## config.mk

```make
export PLATFORM = sky130hd
export DESIGN_NAME = frd_queue
export DESIGN_NICKNAME = d
export VERILOG_FILES = /design/src/rtl/frd_pkg.sv /design/src/rtl/frd_queue.sv
export SDC_FILE = /design/constraint.sdc
export NUM_CORES = 1
export LEC_CHECK = 0
export BUFFER_PORTS_ARGS = -buffer_cell sky130_fd_sc_hd__buf_2
export CAP_MARGIN = 20
export CORE_UTILIZATION = 61
export CTS_CLUSTER_SIZE = 14
export DETAILED_ROUTE_END_ITERATION = 8
export GPL_TIMING_DRIVEN = 0
export PLACE_DENSITY_LB_ADDON = 0.15
export REMOVE_ABC_BUFFERS = 1
export SETUP_SLACK_MARGIN = 0.1
export SYNTH_ARGS = -nofsm -noshare
export SYNTH_HDL_FRONTEND = slang
export SYNTH_SLANG_ARGS = --single-unit
```

## constraint.sdc

```tcl
create_clock -name clk -period 8.5 [get_ports clk]
set_clock_uncertainty 0.2 [all_clocks]
set_input_delay 0 -clock clk [delete_from_list [all_inputs] [get_ports clk]]
set_output_delay 0 -clock clk [all_outputs]
set_load 0.01 [all_outputs]
```

## src/rtl/frd_pkg.sv

```systemverilog
// Shared types and constants for the framebuffer rectangle draw engine.
// No dependencies; imported by every module of the block.
`default_nettype none

package frd_pkg;

  // Field widths of the command and result words
  localparam int KIND_W  = 3;
  localparam int XIN_W   = 9;
  localparam int YIN_W   = 8;
  localparam int COLOR_W = 8;

  // Internal coordinates cover screens up to 1024 pixels on a side
  localparam int COORD_W = 10;
  localparam int LIMIT_W = COORD_W + 1;

  // Command queue between front and back
  localparam int Q_DEPTH = 4;
  localparam int Q_PTR_W = $clog2(Q_DEPTH);

  // Command kinds
  localparam logic [KIND_W-1:0] KIND_SET     = 3'd0;
  localparam logic [KIND_W-1:0] KIND_GET     = 3'd1;
  localparam logic [KIND_W-1:0] KIND_OUTLINE = 3'd2;
  localparam logic [KIND_W-1:0] KIND_FILLED  = 3'd3;
  localparam logic [KIND_W-1:0] KIND_WIPE    = 3'd4;

  typedef logic [COORD_W-1:0] coord_t;
  typedef logic [COLOR_W-1:0] color_t;

  // One queued job: a pixel read, or a rectangle walk of writes
  typedef struct packed {
    logic   rd;
    logic   outline;
    coord_t lo_x;
    coord_t hi_x;
    coord_t end_x;
    coord_t lo_y;
    coord_t hi_y;
    coord_t end_y;
    color_t color;
  } cmd_t;

  // One pixel access handed from the walker to the frame store
  typedef struct packed {
    logic   valid;
    logic   wr;
    coord_t x;
    coord_t y;
    color_t color;
  } pix_t;

  typedef struct packed {
    logic empty;
    logic full;
  } qstat_t;

endpackage

`default_nettype wire

```

## src/rtl/frd_queue.sv

```systemverilog
// Short command queue between the front end and the rectangle walker.
// Depends on frd_pkg.
`default_nettype none

module frd_queue import frd_pkg::*; (
  input  logic   clk,
  input  logic   rst,
  input  logic   push,
  input  cmd_t   push_entry,
  input  logic   pop,
  output cmd_t   head,
  output qstat_t stat
);

  cmd_t               slots [Q_DEPTH];
  logic [Q_PTR_W-1:0] wr_ptr;
  logic [Q_PTR_W-1:0] rd_ptr;
  logic [Q_PTR_W:0]   count;

  always_ff @(posedge clk) begin
    if (rst) begin
      wr_ptr <= '0;
      rd_ptr <= '0;
      count  <= '0;
    end else begin
      if (push) begin
        wr_ptr <= wr_ptr + 1'b1;
      end
      if (pop) begin
        rd_ptr <= rd_ptr + 1'b1;
      end
      if (push && !pop) begin
        count <= count + 1'b1;
      end else if (pop && !push) begin
        count <= count - 1'b1;
      end
    end
  end

  always_ff @(posedge clk) begin
    if (push) begin
      slots[wr_ptr] <= push_entry;
    end
  end

  assign head       = slots[rd_ptr];
  assign stat.empty = (count == '0);
  assign stat.full  = (count == (Q_PTR_W + 1)'(Q_DEPTH));

endmodule

`default_nettype wire

```

Word-level counts from Yosys, hierarchy flattened
Memories as Yosys holds them, arrays and structs flattened. A register that Yosys moved wholly into a read port is not among the register bits.
Index checks and enable logic that the tools add are counted.

word-level totals
  register bits = 7
  bits in latches = 0
  RAM bits = 280
  memory bits (read-only) = 0
  input bits = 74
  output and inout bits = 72
  word-level logic and storage cells = 21
  memories = 1

operators by class
  add/sub/neg operators = 4
  multipliers = 0
  divide/modulo/power cells = 0
  magnitude comparators = 0
  equality and inequality tests = 1
  shift-type cells = 0
  muxes and demuxes = 6
  bitwise logic cells = 0
  reduce and logical (&&, ||, !) cells = 6

memory list
  name   words  bits a word  rd ports  clocked after Yosys merged registers in  write ports  RTL line         RTL
  slots  4      70           1         1                                        1            frd_queue.sv:15  cmd_t slots [Q_DEPTH];

operators with widths
  kind                                               count
  two-way mux 3 bit                                  2
  adder 2 x 1 -> 2 bit (second input constant)       2
  two-way mux 2 bit                                  2
  adder 3 x 1 -> 3 bit (second input constant)       1
  equality test 3 bit (second input constant)        1
  zero test 3 bit                                    1
  subtractor 3 x 1 -> 3 bit (second input constant)  1
  logical AND 1 bit                                  2
  zero test 1 bit                                    2
  two-way mux 1 bit                                  2
  nonzero test 2 bit                                 1

Longest topological paths before layout
  depth after elaboration = 4
  mapped depth = 7
  gate-level depth less buffers = 7

Worst setup path before layout
OpenSTA, ideal clock, no wires.

  path kind = register -> register
  start = reg wr_ptr[0]
  end = mem slots[0][0] in the netlist's numbering (enable)
  setup time = 435 ps
  arrival time = 2182 ps
  data required time = 7865 ps
  slack = 5682 ps
  stages on the path, launching flop included = 4
  clock period less this slack = 2818 ps
  cell sequence = dfxtp_1 inv_1 ha_1 and2_1

RTL lines
  what                    RTL line         RTL
  from (decl)             frd_queue.sv:16  logic [Q_PTR_W-1:0] wr_ptr;
  from (signal assigned)  frd_queue.sv:27  wr_ptr <= wr_ptr + 1'b1;
  to (decl)               frd_queue.sv:15

Straight into the memory's write port.

==> results.toml <==
[clock_network]
path_clk_slew_ns = 0.06
cts_tree = "done"
clockBufferDepth = 3
cts.sinks = 289
h-tree-depth = 1
clock_latency_ns = 0.52
numCtsBuffers = 28
root_buffer = "clkbuf_16"
post_cts_buffers = 0

[power]
ir_worst_vdd_v = 0.0002050
leakagePower_uw = 0.004539
power_density_nw_per_um2 = 240.4

[detailed_routing]
wl_per_cell_um = 20.99
drt_wl_total_um = 18660
firstDrtPassIters = 4
ant_nets = 0
num_vias = 5015
drt_iter0_drc = 315
via_per_inst = 5.641
drc = 0

[die]
dieArea_um2 = 17910
ioPinCount = 146
coreArea_um2 = 16760
die_y_um = 133.8
rows = 47
chipWidth_um = 133.8
start_util = 0.6327

[grt]
antenna_found_initial = 1
grt_max_degree = 41
overflow = 0
grt_pass1_wl_um = 28730
grt_pass1_vias = 5442
groute.usage.overall = 0.2148

[outcome]
outcome = "complete, no violations"

[placement]
dp_cells = 764
gp_congestion = 0.6921
port_buffers = 145
postPlaceCellArea_um2 = 11570
dp_hpwl_um = 10520

[synth]
synth_ff_type = "edfxtp_1"
yosys.cell_types.count = 22
ys_ff_latch = 289
synth_edf_count = 280
ys_seq_area_frac = 0.8099
avgSynthCellArea_um2 = 25.86
synth_warnings = 0
syn_inst = 410
synthesis.area_um2 = 10600
async_reset_ff_frac = 0

[final_layout]
syn_to_final_growth_pct = 24.55
fin_nets = 728
fin_area_um2 = 13210
drive_above_1_share = 0.3952
fin_cells = 889

[sta]
max_slew_margin = 0.5126
worstMarginPinSlew_ns = 0.7311
rsz0062_at_grt = "no"
post-route-min-period_ns = 2.645
post-route-period-util = 0.3112
finalHoldViolations = 0
fmax_ghz = 0.3781
slew_viol_final = 0
setup_tns_ns = 0
setup_viol = 0

[critical_path]
cp-start-kind = "flop"
arrival_ns = 2.44
crit_type = "flop to output port"
crit_path_end_kind = "output port"
required_ns = 8.30
critPathMaxFanout = 37
r2r_cells = 4

[hold_path]
whs_path_depth = 2
hold_path.class = "input port to flop"

[run]
max-cap-violations = 0
==> final timing paths <==
| check | endpoint | slack (ns) | startpoint |
|---|---|---|---|
| hold / removal | slots[2][15] | 0.03 | push_entry[15] |
| setup reg to reg | slots[2][35] | 6.46 | wr_ptr[0] |
| setup / recovery | head[19] | 5.86 | flop |
| hold reg to reg | count[2] | 0.33 | count[2] |
==> critical path, stage by stage, from the launching register on <==
cell	delay, ns
dfxtp_4	0.82
buf_16	0.34
mux4_2	0.55
buf_2	0.17
==> power breakdown <==
part	internal, uW	switching, uW
logic	163	150
registers	1640	33.6
clock network	713	480
total	2510	663
==> cell type report <==
type / count / area, um^2
antenna: 1 / 2.502
clock buffer: 37 / 755.7
fill: 869 / 3552
tap: 220 / 275.3
timing repair buffer: 225 / 1609
sequential: 289 / 8596
multi-input combinational: 100 / 1817
clock inverter: 13 / 137.6
inverter: 4 / 15.01
==> flip-flops by register name, summed over array words and instances (netlist names), named ones only <==
signal / cells
slots: 280
wr_ptr: 2
rd_ptr: 2
count: 3
==> cell usage after synthesis, types with 2 or more instances <==
library cell,number,area share
xor2_1,3,0.0025
buf_2,7,0.0033
inv_1,4,0.0014
ha_1,5,0.0059
mux2i_1,2,0.0019
edfxtp_1,280,0.79
dfxtp_1,9,0.017
mux4_2,70,0.15
xnor2_1,2,0.0017
and2_1,4,0.0024
buf_12,7,0.013
nor2_1,7,0.0025
==> per-layer routing <==
| layer | routed length (um) | GRT usage | vias to the layer above |
|---|---|---|---|
| met5 | 0 | 0 | - |
| met4 | 398 | 0.07008 | 0 |
| met3 | 1237 | 0.04573 | 34 |
| met2 | 9952 | 0.3794 | 167 |
| met1 | 7071 | 0.2667 | 2585 |
| li1 | - | - | 2229 |
==> what timing repair did <==
| item | in CTS | in global routing |
|---|---|---|
| resized for setup | 0 | 0 |
| hold buffers | 74 | 0 |
| endpoints found under the hold margin | 351 | 0 |
==> logic make-up after synthesis <==
group	Yosys count	synth area share
fa+ha+maj	6	0.007788
compound gates	2	0.0009430
mux	72	0.1506
simple gates	15	0.006962
buf+inv	21	0.01970
flops	289	0.8099
xor+xnor	5	0.004131
==> through the flow <==
stage | power [uW] | setup slack, ns | util | hold slack (ns)
2_1_floorplan | 1862 | 4.646 | - | -0.1309
3_3_place_gp | 1987 | 3.305 | 0.6809 | 0.007936
3_5_place_dp | 1987 | 6.331 | 0.6904 | 0.01471
4_1_cts | 3197 | 5.775 | 0.7879 | 0.002636
5_1_grt | 3277 | 5.676 | 0.7881 | 0.007270
6_report | 3175 | 5.855 | 0.7881 | 0.02504
==> cells in the final DEF, fill, tap and decap left out, types with 2 or more instances in the layout <==
cell type / n
edfxtp_1: 280
buf_2: 145
dlygate4sd3_1: 74
mux4_2: 70
clkbuf_16: 29
clkbuf_1: 8
nor2_1: 7
dfxtp_1: 7
ha_1: 5
clkinv_1: 5
inv_1: 4
and2_4: 4
clkinv_2: 4
xor2_1: 3
bufinv_16: 3
buf_16: 3
buf_12: 3
xnor2_1: 2
mux2i_1: 2
dfxtp_4: 2
(Power assumes the default switching activity.)
