`src/rtl/frd_pkg.sv`:
```
// Shared types and constants for the framebuffer rectangle draw engine.
// No dependencies; imported by every module of the block.
`default_nettype none

package frd_pkg;

  // Field widths of the command and result words
  localparam int KIND_W  = 3;
  localparam int XIN_W   = 9;
  localparam int YIN_W   = 8;
  localparam int COLOR_W = 8;

  // Internal coordinates cover screens up to 1024 pixels on a side
  localparam int COORD_W = 10;
  localparam int LIMIT_W = COORD_W + 1;

  // Command queue between front and back
  localparam int Q_DEPTH = 4;
  localparam int Q_PTR_W = $clog2(Q_DEPTH);

  // Command kinds
  localparam logic [KIND_W-1:0] KIND_SET     = 3'd0;
  localparam logic [KIND_W-1:0] KIND_GET     = 3'd1;
  localparam logic [KIND_W-1:0] KIND_OUTLINE = 3'd2;
  localparam logic [KIND_W-1:0] KIND_FILLED  = 3'd3;
  localparam logic [KIND_W-1:0] KIND_WIPE    = 3'd4;

  typedef logic [COORD_W-1:0] coord_t;
  typedef logic [COLOR_W-1:0] color_t;

  // One queued job: a pixel read, or a rectangle walk of writes
  typedef struct packed {
    logic   rd;
    logic   outline;
    coord_t lo_x;
    coord_t hi_x;
    coord_t end_x;
    coord_t lo_y;
    coord_t hi_y;
    coord_t end_y;
    color_t color;
  } cmd_t;

  // One pixel access handed from the walker to the frame store
  typedef struct packed {
    logic   valid;
    logic   wr;
    coord_t x;
    coord_t y;
    color_t color;
  } pix_t;

  typedef struct packed {
    logic empty;
    logic full;
  } qstat_t;

endpackage

`default_nettype wire

```
`src/rtl/frd_front.sv`:
```
// Command front end: sorts and clamps box corners, drops dead commands.
// Depends on frd_pkg.
`default_nettype none

module frd_front import frd_pkg::*; #(
  parameter int SCREEN_WIDTH  = 320,
  parameter int SCREEN_HEIGHT = 200
) (
  input  logic [KIND_W-1:0]  kind,
  input  logic [XIN_W-1:0]   x_first,
  input  logic [YIN_W-1:0]   y_first,
  input  logic [XIN_W-1:0]   x_second,
  input  logic [YIN_W-1:0]   y_second,
  input  logic [COLOR_W-1:0] color,
  input  logic               accept,
  output logic               push,
  output cmd_t               entry
);

  coord_t xa, ya, xb, yb;
  coord_t lo_x, hi_x, lo_y, hi_y, end_x, end_y;
  logic   off_screen;
  logic   keep;

  always_comb begin
    xa = COORD_W'(x_first);
    ya = COORD_W'(y_first);
    xb = COORD_W'(x_second);
    yb = COORD_W'(y_second);
    lo_x = (xa < xb) ? xa : xb;
    hi_x = (xa < xb) ? xb : xa;
    lo_y = (ya < yb) ? ya : yb;
    hi_y = (ya < yb) ? yb : ya;
    end_x = ({1'b0, hi_x} >= LIMIT_W'(SCREEN_WIDTH))  ? COORD_W'(SCREEN_WIDTH - 1)  : hi_x;
    end_y = ({1'b0, hi_y} >= LIMIT_W'(SCREEN_HEIGHT)) ? COORD_W'(SCREEN_HEIGHT - 1) : hi_y;
    off_screen = ({1'b0, lo_x} >= LIMIT_W'(SCREEN_WIDTH)) ||
                 ({1'b0, lo_y} >= LIMIT_W'(SCREEN_HEIGHT));

    // single pixel by default; off-screen pixels are clipped downstream
    keep          = 1'b0;
    entry.rd      = 1'b0;
    entry.outline = 1'b0;
    entry.lo_x    = xa;
    entry.hi_x    = xa;
    entry.end_x   = xa;
    entry.lo_y    = ya;
    entry.hi_y    = ya;
    entry.end_y   = ya;
    entry.color   = color;

    unique case (kind)
      KIND_SET: begin
        keep = 1'b1;
      end
      KIND_GET: begin
        keep     = 1'b1;
        entry.rd = 1'b1;
      end
      KIND_OUTLINE, KIND_FILLED: begin
        keep          = !off_screen;
        entry.outline = (kind == KIND_OUTLINE);
        entry.lo_x    = lo_x;
        entry.hi_x    = hi_x;
        entry.end_x   = end_x;
        entry.lo_y    = lo_y;
        entry.hi_y    = hi_y;
        entry.end_y   = end_y;
      end
      KIND_WIPE: begin
        keep        = 1'b1;
        entry.lo_x  = '0;
        entry.hi_x  = COORD_W'(SCREEN_WIDTH - 1);
        entry.end_x = COORD_W'(SCREEN_WIDTH - 1);
        entry.lo_y  = '0;
        entry.hi_y  = COORD_W'(SCREEN_HEIGHT - 1);
        entry.end_y = COORD_W'(SCREEN_HEIGHT - 1);
      end
      default: begin
        keep = 1'b0;
      end
    endcase
  end

  assign push = accept && keep;

endmodule

`default_nettype wire

```
`config.mk`:
```
export PLATFORM = sky130hd
export DESIGN_NAME = frd_front
export DESIGN_NICKNAME = d
export VERILOG_FILES = /design/src/rtl/frd_pkg.sv /design/src/rtl/frd_front.sv
export SDC_FILE = /design/constraint.sdc
export NUM_CORES = 1
export LEC_CHECK = 0
export BUFFER_PORTS_ARGS = -buffer_cell sky130_fd_sc_hd__buf_4
export CAP_MARGIN = 20
export CORE_ASPECT_RATIO = 0.6
export CORE_UTILIZATION = 43
export DETAILED_ROUTE_END_ITERATION = 12
export PLACE_DENSITY = 0.9
export SLEW_MARGIN = 20
export SYNTH_ARGS = -nofsm -noshare
export SYNTH_HDL_FRONTEND = slang
export SYNTH_SLANG_ARGS = --single-unit
export TNS_END_PERCENT = 30
```
`constraint.sdc`:
```
create_clock -name vclk -period 4.6
set_input_delay 0.92 -clock vclk [all_inputs]
set_output_delay 0.92 -clock vclk [all_outputs]
set_load 0.005 [all_outputs]
```
### Yosys cells after proc, flatten, opt, wreduce, memory -nomap -nowiden

Cells that the tools add are included.

* add/subtract/negate cells: 0
* multipliers: 0
* divide/modulo/power cells: 0
* order comparisons: 6
* equality and inequality tests: 4
* shift operators: 0
* multiplexer cells: 10
* bitwise gates (word level): 0
* reduce and logical (&&, ||, !) cells: 6

Operator list (number)
* $pmux 59 s2: 1
* $mux 9: 3
* $mux 8: 3
* $ge 9x9->1 const B: 2
* $ge 8x8->1 const B: 2
* $lt 9x9->1: 1
* $lt 8x8->1: 1
* $eq 3x2->1 const B: 2
* $eq 3x1->1 const B: 1
* $eq 3x3->1 const B: 1
* $logic_not 3->1: 1
* $reduce_or 3->1: 1
* $mux 1: 2
* $pmux 1 s2: 1
* $reduce_or 2->1: 1
* $logic_and 1x1->1: 1
* $logic_not 1->1: 1
* $logic_or 1x1->1: 1

* register bits after elaboration: 0
* latch bits: 0
* RAM bits: 0
* bits in read-only memories: 0
* output and inout bits: 71
* memories kept: 0

### Longest topological paths before layout

* depth in word-level cells: 7
* depth in mapped cells: 9
* depth with buffers taken out: 7

### Worst setup path before layout

OpenSTA, ideal clock, no wires.

* path type: input-to-output
* from: in x_second[2]
* to: out entry[56] (netlist name)
* data arrival time: 2.570 ns
* data required time: 3.680 ns
* slack: 1.110 ns
* cell stages on the path: 8
* cell sequence: inv_1 > ha_1 > a211o_1 > a31oi_4 > o221ai_4 > nor3_1 > o21ai_0 > buf_4

RTL lines
* from (decl): RTL line frd_front.sv:12 `input logic [XIN_W-1:0] x_second,`
* to (decl): RTL line frd_front.sv:17 `output cmd_t entry`

==> flow_metrics.py <==
metrics = {
    "die": {
        "dieArea_sq_um": 3350,
        "die_h_microns": 45.2,
        "coreArea_sq_um": 2910,
        "start_util_pct": 46.0,
        "io_pins": 117,
        "die_w_microns": 74.0,
        "fp-row-count": 15,
    },
    "route": {
        "wl_per_cell_microns": 14.4,
        "antenna_left": 0,
        "drt_pass1_iterations": 4,
        "drt_first_iter_violations": 82,
        "post-route-drc-count": 0,
        "num_vias": 1639,
        "drt-total-wl_microns": 4280,
        "via_per_inst": 5.50,
    },
    "timing": {
        "setup_viol": 0,
        "relSlewSlack_pct": 59.1,
        "hold_viol_final": 0,
        "fmax_mhz": 249,
        "hold_ws_ps": 1840,
        "worst_pin_slew_ps": 612,
        "finalCritPeriodShare_pct": 87.4,
        "final_max_slew_viol_count": 0,
        "tns_ps": 0,
        "fin_crit_ps": 4020,
        "rsz0062_at_grt": "no",
    },
    "finish": {
        "final_cells": 298,
        "ff_latch_area_sq_um": 0,
        "nNetsFinal": 319,
        "n_antenna_cell": 0,
        "nFlopsAndLatches": 0,
        "area_growth_pct": 44.3,
        "fin_util_pct": 66.4,
        "n_fill_cell": 269,
        "clkbuf_count": 0,
        "drive_gt1_share_pct": 41.4,
        "final_area_sq_um": 1930,
    },
    "synth": {
        "synth_area_leader_cell": "a22o_1",
        "synth_most_common_cell": "a22o_1",
        "yosysSeqAreaShare_pct": 0,
        "synth_top_area_share_pct": 15.7,
        "synth.distinct_cells": 44,
        "netlist_area_sq_um": 1340,
        "syn_avg_cell_area_sq_um": 7.44,
        "synth_area_leaders": "a22o_1, ha_1, buf_4",
        "yosys_warnings": 0,
        "synth_commonest_cells": "a22o_1, buf_4, inv_1, ha_1, nand2_1",
        "synthCells": 180,
    },
    "global_routing": {
        "antenna_found_initial": 0,
        "grt_pass1_wl_microns": 6640,
        "grt_pass1_vias": 1513,
        "track_usage_pct": 24.7,
        "grt_start_max_net_pins": 21,
        "grt.overflow.total": 0,
    },
    "run_status": {
        "outcome": "finished, final reports clean",
    },
    "min_path": {
        "min-delay-start": "color[3]",
        "min_to": "entry[3]",
        "hold_depth": 0,
        "hold_class": "input port to output pin",
    },
    "placement": {
        "hpwl_microns": 3580,
        "placed_cell_area_sq_um": 1930,
        "gp_congestion": 0.825,
        "io_buffers": 92,
        "place_inst": 298,
    },
    "power_and_ir_drop": {
        "p_leak_nw": 1.04,
        "ir_worst_vdd_mv": 0.0598,
        "power.density_nw_per_um2": 127,
    },
    "worst_setup_path": {
        "worstPathArrival_ps": 3100,
        "slowest_delay_ps": 410,
        "path_buf_inv": 4,
        "path_common_cell": "buf_4",
        "cp-end-kind": "output pin",
        "required_ps": 3680,
        "cp_top_family": "compound AO/OA/AOI/OAI gates",
        "path_cells": "buf_4, inv_1, ha_1, a21o_1, a221o_1, a211oi_2, buf_4, mux2i_1, nand2_1, buf_4",
        "start_kind": "input port",
        "crit_fanout": 8,
        "worst-setup-path-type": "input port to output pin",
        "cp.depth": 10,
        "critPathSlowestCell": "a211oi_2",
    },
    "clock_network": {
        "cts_setup_buffers": 0,
        "hold_buffers": 0,
        "cts_resized": 0,
    },
    "flow_run": {
        "maxCapViolations": 0,
    },
}
-- layout make-up --
type,instances,area [sq um],share of cell area (%)
multi-input cells,145,1110,57.4
inverters,17,63.8,3.30
well taps,42,52.6,2.72
repair buffers,94,706,36.5
-- cell families (layout without fill, tap and decap cells) --
| logic type | count (synthesis) | in the layout | synth area share, % |
|---|---|---|---|
| adder cells (fa/ha/maj) | 15 | 15 | 14.0 |
| buffers and inverters | 43 | 111 | 19.3 |
| AO/OA/AOI/OAI | 70 | 70 | 43.8 |
| multiplexers | 9 | 9 | 7.20 |
| other | 1 | 9 | 0.280 |
| AND/OR/NAND/NOR | 42 | 42 | 15.3 |
-- where the power goes --
part	total, mW	switching [mW]	internal [mW]
sequential	0	0	0
clock	0	0	0
combinational	0.246	0.116	0.130
-- layer usage --
layer / global-route usage (%) / up-vias / part of all wire [%]
li1: - / 816 / -
met1: 36.9 / 751 / 48
met2: 41.3 / 72 / 44
met3: 1.12 / 0 / 7.5
met4: 1.15 / 0 / 0
met5: 0 / - / 0
-- worst max-delay path by stage --
stage           endpoint  slack, ps   startpoint
2_1_floorplan  entry[56]       1110  x_second[2]
3_3_place_gp   entry[14]        730  y_second[6]
3_5_place_dp   entry[14]        610  y_second[6]
4_1_cts        entry[14]        600  y_second[6]
5_1_grt        entry[25]        420  y_second[6]
6_report       entry[15]        580  y_second[6]
-- per-stage QoR --
| stage | worst slack (ps) | power, mW |
|---|---|---|
| floorplan | 1110 | 0.135 |
| global placement | 728 | 0.241 |
| detailed placement | 611 | 0.245 |
| CTS | 600 | 0.246 |
| global route | 416 | 0.268 |
| finish | 578 | 0.246 |
-- cell usage in the layout, fill, tap and decap left out, drive strengths merged --
cell / Yosys / final
a21o: 3 / 3
nor2: 12 / 12
and4: 1 / 1
o211ai: 4 / 4
o221ai: 1 / 1
and2: 2 / 2
and3: 2 / 2
nand2: 12 / 12
a211oi: 7 / 7
buf: 22 / 94
ha: 15 / 15
o22ai: 6 / 6
o21ai: 7 / 7
a221o: 1 / 1
o311ai: 1 / 1
inv: 17 / 17
nor3: 7 / 7
o221a: 1 / 1
o31ai: 3 / 3
o41ai: 1 / 1
nor2b: 2 / 2
nor3b: 1 / 1
mux2: 2 / 2
a21oi: 6 / 6
conb: 1 / 9
or2b: 1 / 1
a22o: 24 / 24
mux2i: 7 / 7
a211o: 1 / 1
a32o: 3 / 3
a31oi: 1 / 1
nand2b: 2 / 2
No activity file was read; power rests on OpenSTA's default activity.
