$ cat config.mk
export PLATFORM = sky130hd
export DESIGN_NAME = frd_back
export DESIGN_NICKNAME = d
export VERILOG_FILES = /design/src/rtl/frd_pkg.sv /design/src/rtl/frd_back.sv
export SDC_FILE = /design/constraint.sdc
export NUM_CORES = 1
export LEC_CHECK = 0
export BUFFER_PORTS_ARGS = -buffer_cell sky130_fd_sc_hd__clkbuf_2
export CAP_MARGIN = 25
export CORE_ASPECT_RATIO = 1.1
export CORE_MARGIN = 2
export CORE_UTILIZATION = 54
export DETAILED_ROUTE_END_ITERATION = 8
export HOLD_SLACK_MARGIN = 0.02
export PLACE_DENSITY = 0.79
export SYNTH_ARGS = -nofsm -noshare
export SYNTH_HDL_FRONTEND = slang
export SYNTH_SLANG_ARGS = --single-unit
$ cat constraint.sdc
create_clock -name clk -period 5 [get_ports clk]
set_clock_uncertainty 0.1 [all_clocks]
set_input_delay 0.5 -clock clk [delete_from_list [all_inputs] [get_ports clk]]
set_output_delay 0.5 -clock clk [all_outputs]
set_load 0.02 [all_outputs]
$ cat src/rtl/frd_pkg.sv
// Shared types and constants for the framebuffer rectangle draw engine.
// No dependencies; imported by every module of the block.
`default_nettype none

package frd_pkg;

  // Field widths of the command and result words
  localparam int KIND_W  = 3;
  localparam int XIN_W   = 9;
  localparam int YIN_W   = 8;
  localparam int COLOR_W = 8;

  // Internal coordinates cover screens up to 1024 pixels on a side
  localparam int COORD_W = 10;
  localparam int LIMIT_W = COORD_W + 1;

  // Command queue between front and back
  localparam int Q_DEPTH = 4;
  localparam int Q_PTR_W = $clog2(Q_DEPTH);

  // Command kinds
  localparam logic [KIND_W-1:0] KIND_SET     = 3'd0;
  localparam logic [KIND_W-1:0] KIND_GET     = 3'd1;
  localparam logic [KIND_W-1:0] KIND_OUTLINE = 3'd2;
  localparam logic [KIND_W-1:0] KIND_FILLED  = 3'd3;
  localparam logic [KIND_W-1:0] KIND_WIPE    = 3'd4;

  typedef logic [COORD_W-1:0] coord_t;
  typedef logic [COLOR_W-1:0] color_t;

  // One queued job: a pixel read, or a rectangle walk of writes
  typedef struct packed {
    logic   rd;
    logic   outline;
    coord_t lo_x;
    coord_t hi_x;
    coord_t end_x;
    coord_t lo_y;
    coord_t hi_y;
    coord_t end_y;
    color_t color;
  } cmd_t;

  // One pixel access handed from the walker to the frame store
  typedef struct packed {
    logic   valid;
    logic   wr;
    coord_t x;
    coord_t y;
    color_t color;
  } pix_t;

  typedef struct packed {
    logic empty;
    logic full;
  } qstat_t;

endpackage

`default_nettype wire

$ cat src/rtl/frd_back.sv
// Rectangle walker: turns one queued job into one pixel access per cycle.
// Depends on frd_pkg.
`default_nettype none

module frd_back import frd_pkg::*; (
  input  logic   clk,
  input  logic   rst,
  input  cmd_t   head,
  input  qstat_t stat,
  output logic   pop,
  output pix_t   pix
);

  logic   active;
  cmd_t   cur;
  coord_t x;
  coord_t y;

  logic   full_row;
  logic   row_last;
  logic   last;
  coord_t x_next;
  coord_t y_next;
  pix_t   pix_next;

  always_comb begin
    // outline middle rows visit only the left and right columns
    full_row = !cur.outline || (y == cur.lo_y) || (y == cur.hi_y);
    row_last = full_row ? (x == cur.end_x) : (x == cur.hi_x);
    last     = row_last && (y == cur.end_y);
    if (row_last) begin
      x_next = cur.lo_x;
      y_next = y + 1'b1;
    end else begin
      x_next = full_row ? x + 1'b1 : cur.hi_x;
      y_next = y;
    end
    pop = !stat.empty && (!active || last);

    pix_next.valid = active;
    pix_next.wr    = !cur.rd;
    pix_next.x     = x;
    pix_next.y     = y;
    pix_next.color = cur.color;
  end

  always_ff @(posedge clk) begin
    if (rst) begin
      active    <= 1'b0;
      pix.valid <= 1'b0;
    end else begin
      pix.valid <= pix_next.valid;
      if (pop) begin
        active <= 1'b1;
      end else if (last) begin
        active <= 1'b0;
      end
    end
    pix.wr    <= pix_next.wr;
    pix.x     <= pix_next.x;
    pix.y     <= pix_next.y;
    pix.color <= pix_next.color;
  end

  always_ff @(posedge clk) begin
    if (pop) begin
      cur <= head;
      x   <= head.lo_x;
      y   <= head.lo_y;
    end else if (active) begin
      x <= x_next;
      y <= y_next;
    end
  end

endmodule

`default_nettype wire

# [After elaboration in Yosys (flattened, before gate mapping)]
# Index checks and enable logic that the tools add are counted.
# W data, S select, Z words.
[word_totals] regBits=121 input_bits=74 n_memories=0 ram_bits=0 mem_bits_ro=0 elab_cells=47 latchBits=0 out_inout_bits=31
[classes] magnitude_cmp=0 eq_ne=5 n_bitwise=0 shift=0 n_div=0 muxes=10 reduce_logical=13 mul=0 addsub=2
[ops] cell="$mux W10" count=7
[ops] cell="$eq A10 B10 Y1" count=5
[ops] cell="$add A10 B1 Y10 const B" count=2
[ops] cell="$reduce_bool A2 Y1" count=3
[ops] cell="$logic_not A1 Y1" count=4
[ops] cell="$logic_or A1 B1 Y1" count=3
[ops] cell="$mux W1" count=3
[ops] cell="$logic_and A1 B1 Y1" count=2
[ops] cell="$reduce_and A2 Y1" count=1

# [Longest topological paths before layout]
# Gate-level depths: netlist of run 1.
[logic_depth] ltp_word=9 mapped_depth=12 depth_no_buf=9

# [Least setup slack after synthesis of run 1]
# Ideal clock, no wire load.
[synth_path] path_kind="reg2out" startpoint="reg y[0]" endpoint="out pop" slack_ps=1268 required_ps=4400 path_stages_with_launch=13 t_arrival_ps=3132 path_cell_list="edfxtp_1 buf_2 xnor2_1 nand4_1 o41a_1 and2_1 buf_6 buf_2 o211ai_1 and4b_4 a21oi_2 buf_6 inv_2"
[synth_via] elab_chain_len=7
[synth_lines] element="start: declaration" line_no="frd_back.sv:17" source="coord_t y;"
[synth_lines] element="start signal: assignment" line_no="frd_back.sv:69" source="y <= head.lo_y;"
[synth_lines] element="start signal: assignment" line_no="frd_back.sv:72" source="y <= y_next;"
[synth_lines] element="$eq A10 B10 Y1" line_no="frd_back.sv:28" source="full_row = !cur.outline || (y == cur.lo_y) || (y == cur.hi_y);"
[synth_lines] element="$logic_or A1 B1 Y1 (2 in series)" line_no="frd_back.sv:28"
[synth_lines] element="$mux W1" line_no="frd_back.sv:29" source="row_last = full_row ? (x == cur.end_x) : (x == cur.hi_x);"
[synth_lines] element="$logic_and A1 B1 Y1 *" line_no="frd_back.sv:30" source="last = row_last && (y == cur.end_y);"
[synth_lines] element="$logic_or A1 B1 Y1 *" line_no="frd_back.sv:38" source="pop = !stat.empty && (!active || last);"
[synth_lines] element="$logic_and A1 B1 Y1 *" line_no="frd_back.sv:38"
[synth_lines] element="end: declaration" line_no="frd_back.sv:10" source="output logic pop,"
# Mark *: on every way between the ends. The rest lies on a longest branch, timed or not.

# [Final worst setup path of run 1]
# Same ends and word-level chain as after synthesis.

==> results.md, run 1 <==
* Result of the run: finished, final reports clean
* Grt total ovfl at 0
* Postcts setup bufs at 0
* Register area share after synthesis at 68.56%
* Num CTS Buffers at 17
* Fraction of synthesized cell area taken by the top area cell type at 55.76%
* Boundary Pins at 105
* Max-cap viol count at 0
* Remaining design rule violation count at 0
* First-iteration detailed-routing DRC count at 126
* Clock Tree Root: clkbuf_8
* Length of the first detailed-routing pass in iterations at 4
* Slew at the pin with the worst max-slew slack at 0.5545 ns
* Ratio of routed vias to standard cells at 5.126
* Final weighted congestion in routability-driven placement at 0.8741
* Maximum resistive drop on vdd at 0.2620 mV
* Routed Antenna Nets at 0
* Peak Freq at 239.3 MHz
* Primary flip-flop cell chosen by synthesis mapping: edfxtp_1
* Proportion of register bits with asynchronous set or reset after synthesis at 0%
* Crit end category: output port
* Worst setup path category: reg -> out
* Post-Route Utilization at 68.06%
* Nature of the critical path startpoint: flop
* Buffers from clock root to sink, at most at 2
* First-pass GRT wire length at 13.71 mm
* Total design power at 2.543 mW
* Antenna violations before repair at 0
* Maximum fanout count along the critical path at 14
* Required time of the critical path at 4.40 ns
* Proportion of layout cells with a drive suffix above 1 at 36.43%
* Critical path's largest stage delay at 0.56 ns
* Vertical die dimension at 103.4 um
* Full die area at 9751 sq um
* Post-place setup slack at 1.126 ns
* CTS H-tree depth at 4
* Summed instance area of the synthesized netlist at 4847 sq um
* Post-Route Hold Slack at 0.06099 ns
* Synthesis-stage register bit count at 121
* Number of warnings reported in the yosys synthesis log at 0
* Horiz. Die Dim at 94.34 um
* Placeable core region at 8783 sq um
* Final wirelength at 8.687 mm
* Area growth from synthesis to layout at 23.33%
* Ant. Diodes at 0
* Hold Path Class: in -> reg
* Worst setup margin at 0.8207 ns
* Number of failing setup endpoints in the final timing report at 0
* Clock tree from TritonCTS: yes
* Pins over their slew limit at 0
* Data arrival time at the worst-slack endpoint at 3.58 ns
* Dominant cell by count in the synthesized netlist: edfxtp_1
* Top cell types by occurrence after synthesis: edfxtp_1 (90), dfxtp_1 (31), xor2_1 (28), xnor2_1 (25), mux2_4 (18)
* Number of enable flip-flop cells after synthesis at 90
* Routed wire length per instance at 15.62 um
* Leakage dissipation at 2.489 nW
* Starting utilization of the core area at 55.19%
* Latest clock arrival within the worst-skew pair at 0.51 ns
* Number of standard cells after synthesis at 318
* Hold buffer count at CTS at 0
* Nets at 505
* Site Rows at 36
* Number of different library cells in the post-synthesis netlist at 36
* Global-route total usage across every layer at 19.04%
* Total count of hold-check failures in the final report at 0
* CTS clk-pin slew, worst paths at 0.06 ns
* Standard cell with the maximum stage delay on the critical path: edfxtp_1
* Min Clock Period, post-route at 4.179 ns
* Maximum number of pins on one net before global-route repair at 43
* Top cell type by total area after synthesis: edfxtp_1
* Vias in the first global route at 2,801
* Mean cell area of the mapped netlist at 15.24 sq um
* Filler instances at 616
* Power density of the placed cells at 425.4 nW/um^2
* Largest cells by area after synthesis: edfxtp_1 (56%), dfxtp_1 (13%), mux2_4 (5.6%)
* Number of vias after detailed routing at 2,850
* Clock sink count at 121
* Max-slew headroom at 63.03%
* Final worst-path cycle share at 83.59%
* Syn_nets at 394
* Quantity of gates resized following cts at 0
* Cells along the critical path: xnor2_1 > nand4_1 > o41a_1 > and2_1 > mux2i_1 > xor2_1 > and4b_4 > a21oi_2 > inv_2 > clkbuf_2
* Setup repair after global routing missed its margin: no
* Quantity of I/O buffers inserted on ports at 103
* HPWL after DPL at 6.089 mm
* Final setup TNS at 0 ns
worst max-delay path: cells and delay by family (launching register included):
kind                      cells  cell delay (ns)
and+or+nand+nor               3             0.92
AOI/OAI and AO/OA             2             0.58
DFF                           1             0.56
xor gates and xnor gates      2             0.43
buffers and inverters         2             0.34
muxes                         1             0.25
placed cells by master (no fill, tap or decap), types with 2 or more instances in the layout:
| cell type | count |
|---|---|
| inv_4 | 3 |
| clkbuf_8 | 2 |
| ha_1 | 2 |
| mux2_1 | 11 |
| nand4_1 | 6 |
| a221oi_1 | 3 |
| xor2_1 | 28 |
| nor4_1 | 5 |
| clkinvlp_4 | 2 |
| dfxtp_1 | 31 |
| nand3_1 | 10 |
| edfxtp_1 | 90 |
| inv_1 | 17 |
| a21oi_1 | 7 |
| mux2_4 | 18 |
| buf_4 | 4 |
| clkbuf_2 | 103 |
| nand2_1 | 10 |
| inv_6 | 5 |
| mux2i_1 | 4 |
| xnor2_1 | 25 |
| clkinv_4 | 2 |
| o22ai_1 | 4 |
| o21ai_0 | 8 |
| nor2_1 | 6 |
| and3_1 | 5 |
| clkbuf_16 | 16 |
final timing paths:
kind | from | end | slack [ns] | depth (start not counted)
setup / recovery | y[0]$_DFFE_PP_ | pop | 0.82 | 10
hold / removal | head[17] | cur[17]$_DFFE_PP_ | 0.06 | 1
setup reg to reg | y[0]$_DFFE_PP_ | cur[38]$_DFFE_PP_ | 1.14 | 10
hold reg to reg | cur[4]$_DFFE_PP_ | pix[4]$_DFF_P_ | 0.24 | 0
registers in the layout, indices dropped and copies added (netlist names):
register,count
cur,70
pix,30
x,10
y,10
active,1
power breakdown:
part           internal (mW)  leakage [nW]  total, mW  switching (mW)
combinational          0.118          1.10      0.237           0.119
clock                  0.632         0.266       1.09           0.453
sequential              1.16          1.12       1.22          0.0566
total                   1.92          2.49       2.54           0.628
metrics by stage:
stage / instance area (sq um) / instances
3_5_place_dp: 5439 / 524
4_1_cts: 5978 / 556
2_1_floorplan: 4847 / 318
3_3_place_gp: 5439 / 524
6_report: 5978 / 556
5_1_grt: 5978 / 556
logic make-up after synthesis:
logic type      share of synthesized area [%]
simple gates                            5.008
xor+xnor                                9.577
mux                                     8.957
compound gates                          4.001
flops                                   68.56
buf+inv                                 3.381
fa+ha+maj                              0.5162
cell type report:
type                       count  area (sq um)  area share [%]
timing repair buffer         107         545.5           9.125
sequential                   121          3323           55.59
inverter                      18         67.56           1.130
clock buffer                  18         427.9           7.158
multi-input combinational    164          1360           22.75
tap                          114         142.6           2.386
clock inverter                14         111.4           1.863
per-layer routing:
metal | track usage (%) | share of wire, % | vias up
li1 | - | - | 1378
met4 | 7.469 | 1.6 | 0
met5 | 0 | 0 | -
met1 | 22.02 | 39 | 1338
met2 | 33.30 | 52 | 118
met3 | 6.014 | 6.8 | 16
Note: power is estimated with default switching activity, not from simulation.
==> inputs of run 2 (changes only) <==
Clock period 5 ns to 3.97 ns, I/O delays scaled along.
==> run 2 against run 1 <==
Compared with the run above: cell area increased by 16%; clock power up 37%; register-to-register slack lost 0.73 ns; utilization grew 11 points; cell count up 16%; worst setup slack worse by 0.64 ns; sequential share of layout area shrank 7.5 points; highest routed layer unchanged; power grew 35%; non-clock buffer count up 88.
==> results.md, run 2 (synthesis results as in run 1) <==
* Result of the run: finished, final reports clean
* First-pass GRT wire length at 17.32 mm (+26%)
* Num CTS Buffers at 17 (unchanged)
* Post-Route Hold Slack at 0.2435 ns (+0.1825 ns)
* Peak Freq at 264.0 MHz
* Full die area at 9751 sq um (unchanged)
* Vertical die dimension at 103.4 um (unchanged)
* Final weighted congestion in routability-driven placement at 0.8740 (about the same)
* Data arrival time at the worst-slack endpoint at 3.29 ns (-0.29 ns)
* Required time of the critical path at 3.47 ns (-0.93 ns)
* Ratio of routed vias to standard cells at 5.193 (+1.3%)
* Final wirelength at 11.66 mm (+34%)
* Setup repair after global routing missed its margin: no
* Buffers from clock root to sink, at most at 2 (unchanged)
* Vias in the first global route at 3,488 (+25%)
* Register name with the most flops: cur
* Latest clock arrival within the worst-skew pair at 0.52 ns (about the same)
* Met2 track demand over resource in global routing at 44.89% (+12 points)
* Maximum number of pins on one net before global-route repair at 30 (-30%)
* Crit end category: output port
* Post-Route Utilization at 78.70% (+11 points)
* Nature of the critical path startpoint: flop
* Hold Path Class: reg -> reg
* CTS H-tree depth at 4 (unchanged)
* Grt total ovfl at 0 (unchanged)
* Worst setup path category: reg -> out
* Boundary Pins at 105 (unchanged)
* Proportion of layout cells with a drive suffix above 1 at 33.96% (-2.5 points)
* Total placed cells including tap cells at 532 (+1.5%)
* Number of flip-flops under the largest register name at 70 (unchanged)
* Horiz. Die Dim at 94.34 um (unchanged)
* Global Route met1 Usage at 26.56% (+4.5 points)
* Power density of the placed cells at 496.0 nW/um^2 (+17%)
* HPWL after DPL at 6.483 mm (+6.5%)
* Remaining design rule violation count at 0 (unchanged)
* Global-route total usage across every layer at 24.82% (+5.8 points)
* Leading cell type in the layout, fill and taps excluded: clkbuf_2
* Total count of hold-check failures in the final report at 0 (unchanged)
* Placeable core region at 8783 sq um (unchanged)
* Max-cap viol count at 0 (unchanged)
* Number of vias after detailed routing at 3,344 (+17%)
* Starting utilization of the core area at 55.19% (unchanged)
* Largest registers: cur x70, pix x30
* Final worst-path cycle share at 95.40%
* CTS clk-pin slew, worst paths at 0.06 ns (about the same)
* Length of the first detailed-routing pass in iterations at 6 (+2)
* Commonest cells after routing, fill and taps aside: clkbuf_2 (103), edfxtp_1 (90), dlygate4sd3_1 (72)
* Site Rows at 36 (unchanged)
* Clock Tree Root: clkbuf_8
* Routed wire length per instance at 18.10 um (+16%)
* Count of placed standard cells in the final layout, fillers left out at 644 (+16%)
* Pins over their slew limit at 0 (unchanged)
* Area growth from synthesis to layout at 42.62%
* Maximum fanout count along the critical path at 8 (-6)
* Nets at 593 (+17%)
* Clock sink count at 121 (unchanged)
* Routed Antenna Nets at 0 (unchanged)
* Max-slew headroom at 65.52% (+2.5 points)
* Clock tree from TritonCTS: yes
* Quantity of I/O buffers inserted on ports at 103 (unchanged)
* Met3 Usage GRT at 7.536% (+1.5 points)
* Global route hottest layer: met2
* First-iteration detailed-routing DRC count at 187 (+48%)
* Leakage dissipation at 2.895 nW (+16%)
* Slew at the pin with the worst max-slew slack at 0.5172 ns (-0.03734 ns)
* Number of failing setup endpoints in the final timing report at 0 (unchanged)
* Antenna violations before repair at 0 (unchanged)
* Ant. Diodes at 0 (unchanged)
* Maximum resistive drop on vdd at 0.3875 mV (+48%)
* Final setup TNS at 0 ns (unchanged)
* Min Clock Period, post-route at 3.787 ns
-- run 2: cell count changes in the layout (fill, tap and decap cells not counted), moves of 2 or more --
cell           previous run  this run
dlygate4sd3_1             0        72
buf_4                     4        18
inv_6                     5         1
clkinvlp_4                2         5
buf_12                    0         2
clkbuf_16                16        18
-- run 2: report_power, final --
group | internal [mW] | switching [mW] | leakage, nW | total (mW)
Sequential | 1.47 | 0.0675 | 1.12 | 1.53
Combinational | 0.214 | 0.191 | 1.49 | 0.404
Clock | 0.923 | 0.567 | 0.277 | 1.49
Total | 2.60 | 0.825 | 2.89 | 3.43
-- run 2: layout make-up --
type,count,area (sq um)
multi-input combinational,164,1376
fill,476,1871
clock buffer,20,478.0
timing repair buffer,195,1411
inverter,18,70.07
tap,114,142.6
clock inverter,12,111.4
sequential,121,3323
-- run 2: what timing repair did --
action,4_1_cts,5_1_grt
buffers inserted,3,5
hold buffers,72,0
pin swaps,1,1
hold endpoints to repair,72,0
gates resized for setup,1,4
setup endpoints to repair,1,1
-- run 2: worst paths after layout --
| check | endpoint | slack (ns) | depth (start not counted) | from |
|---|---|---|---|---|
| worst max-delay path | pop | 0.18 | 10 | y[5]$_DFFE_PP_ |
| worst min-delay path | pix[7]$_DFF_P_ | 0.24 | 0 | cur[7]$_DFFE_PP_ |
| worst max register to register | x[9]$_DFFE_PP_ | 0.41 | 10 | y[5]$_DFFE_PP_ |
| worst min register to register | pix[7]$_DFF_P_ | 0.24 | 0 | cur[7]$_DFFE_PP_ |
-- run 2: routing by layer --
metal  routed length [um]  vias to the layer above
met5                    0                        -
met4                  260                        0
met3                  766                       23
met2                 6300                      161
met1                 4330                     1609
li1                     -                     1551
-- run 2: per-stage QoR --
step	power, mW	area, sq um	setup WS, ns
global placement	1.867	5524	0.4169
floorplan	1.754	4847	0.3405
detailed placement	1.879	5524	0.3210
CTS	3.417	6858	0.007522
finish	3.429	6913	0.1826
global route	3.535	6913	0.03821
-- run 2: critical path: stages, from the launching register on --
cell      delay [ns]
edfxtp_1        0.51
xnor2_1         0.25
nand4_1         0.15
o41a_1          0.48
and2_4          0.24
mux2i_1         0.20
xor2_1          0.22
and4b_4         0.29
a21oi_2         0.09
inv_4           0.14
clkbuf_2        0.19
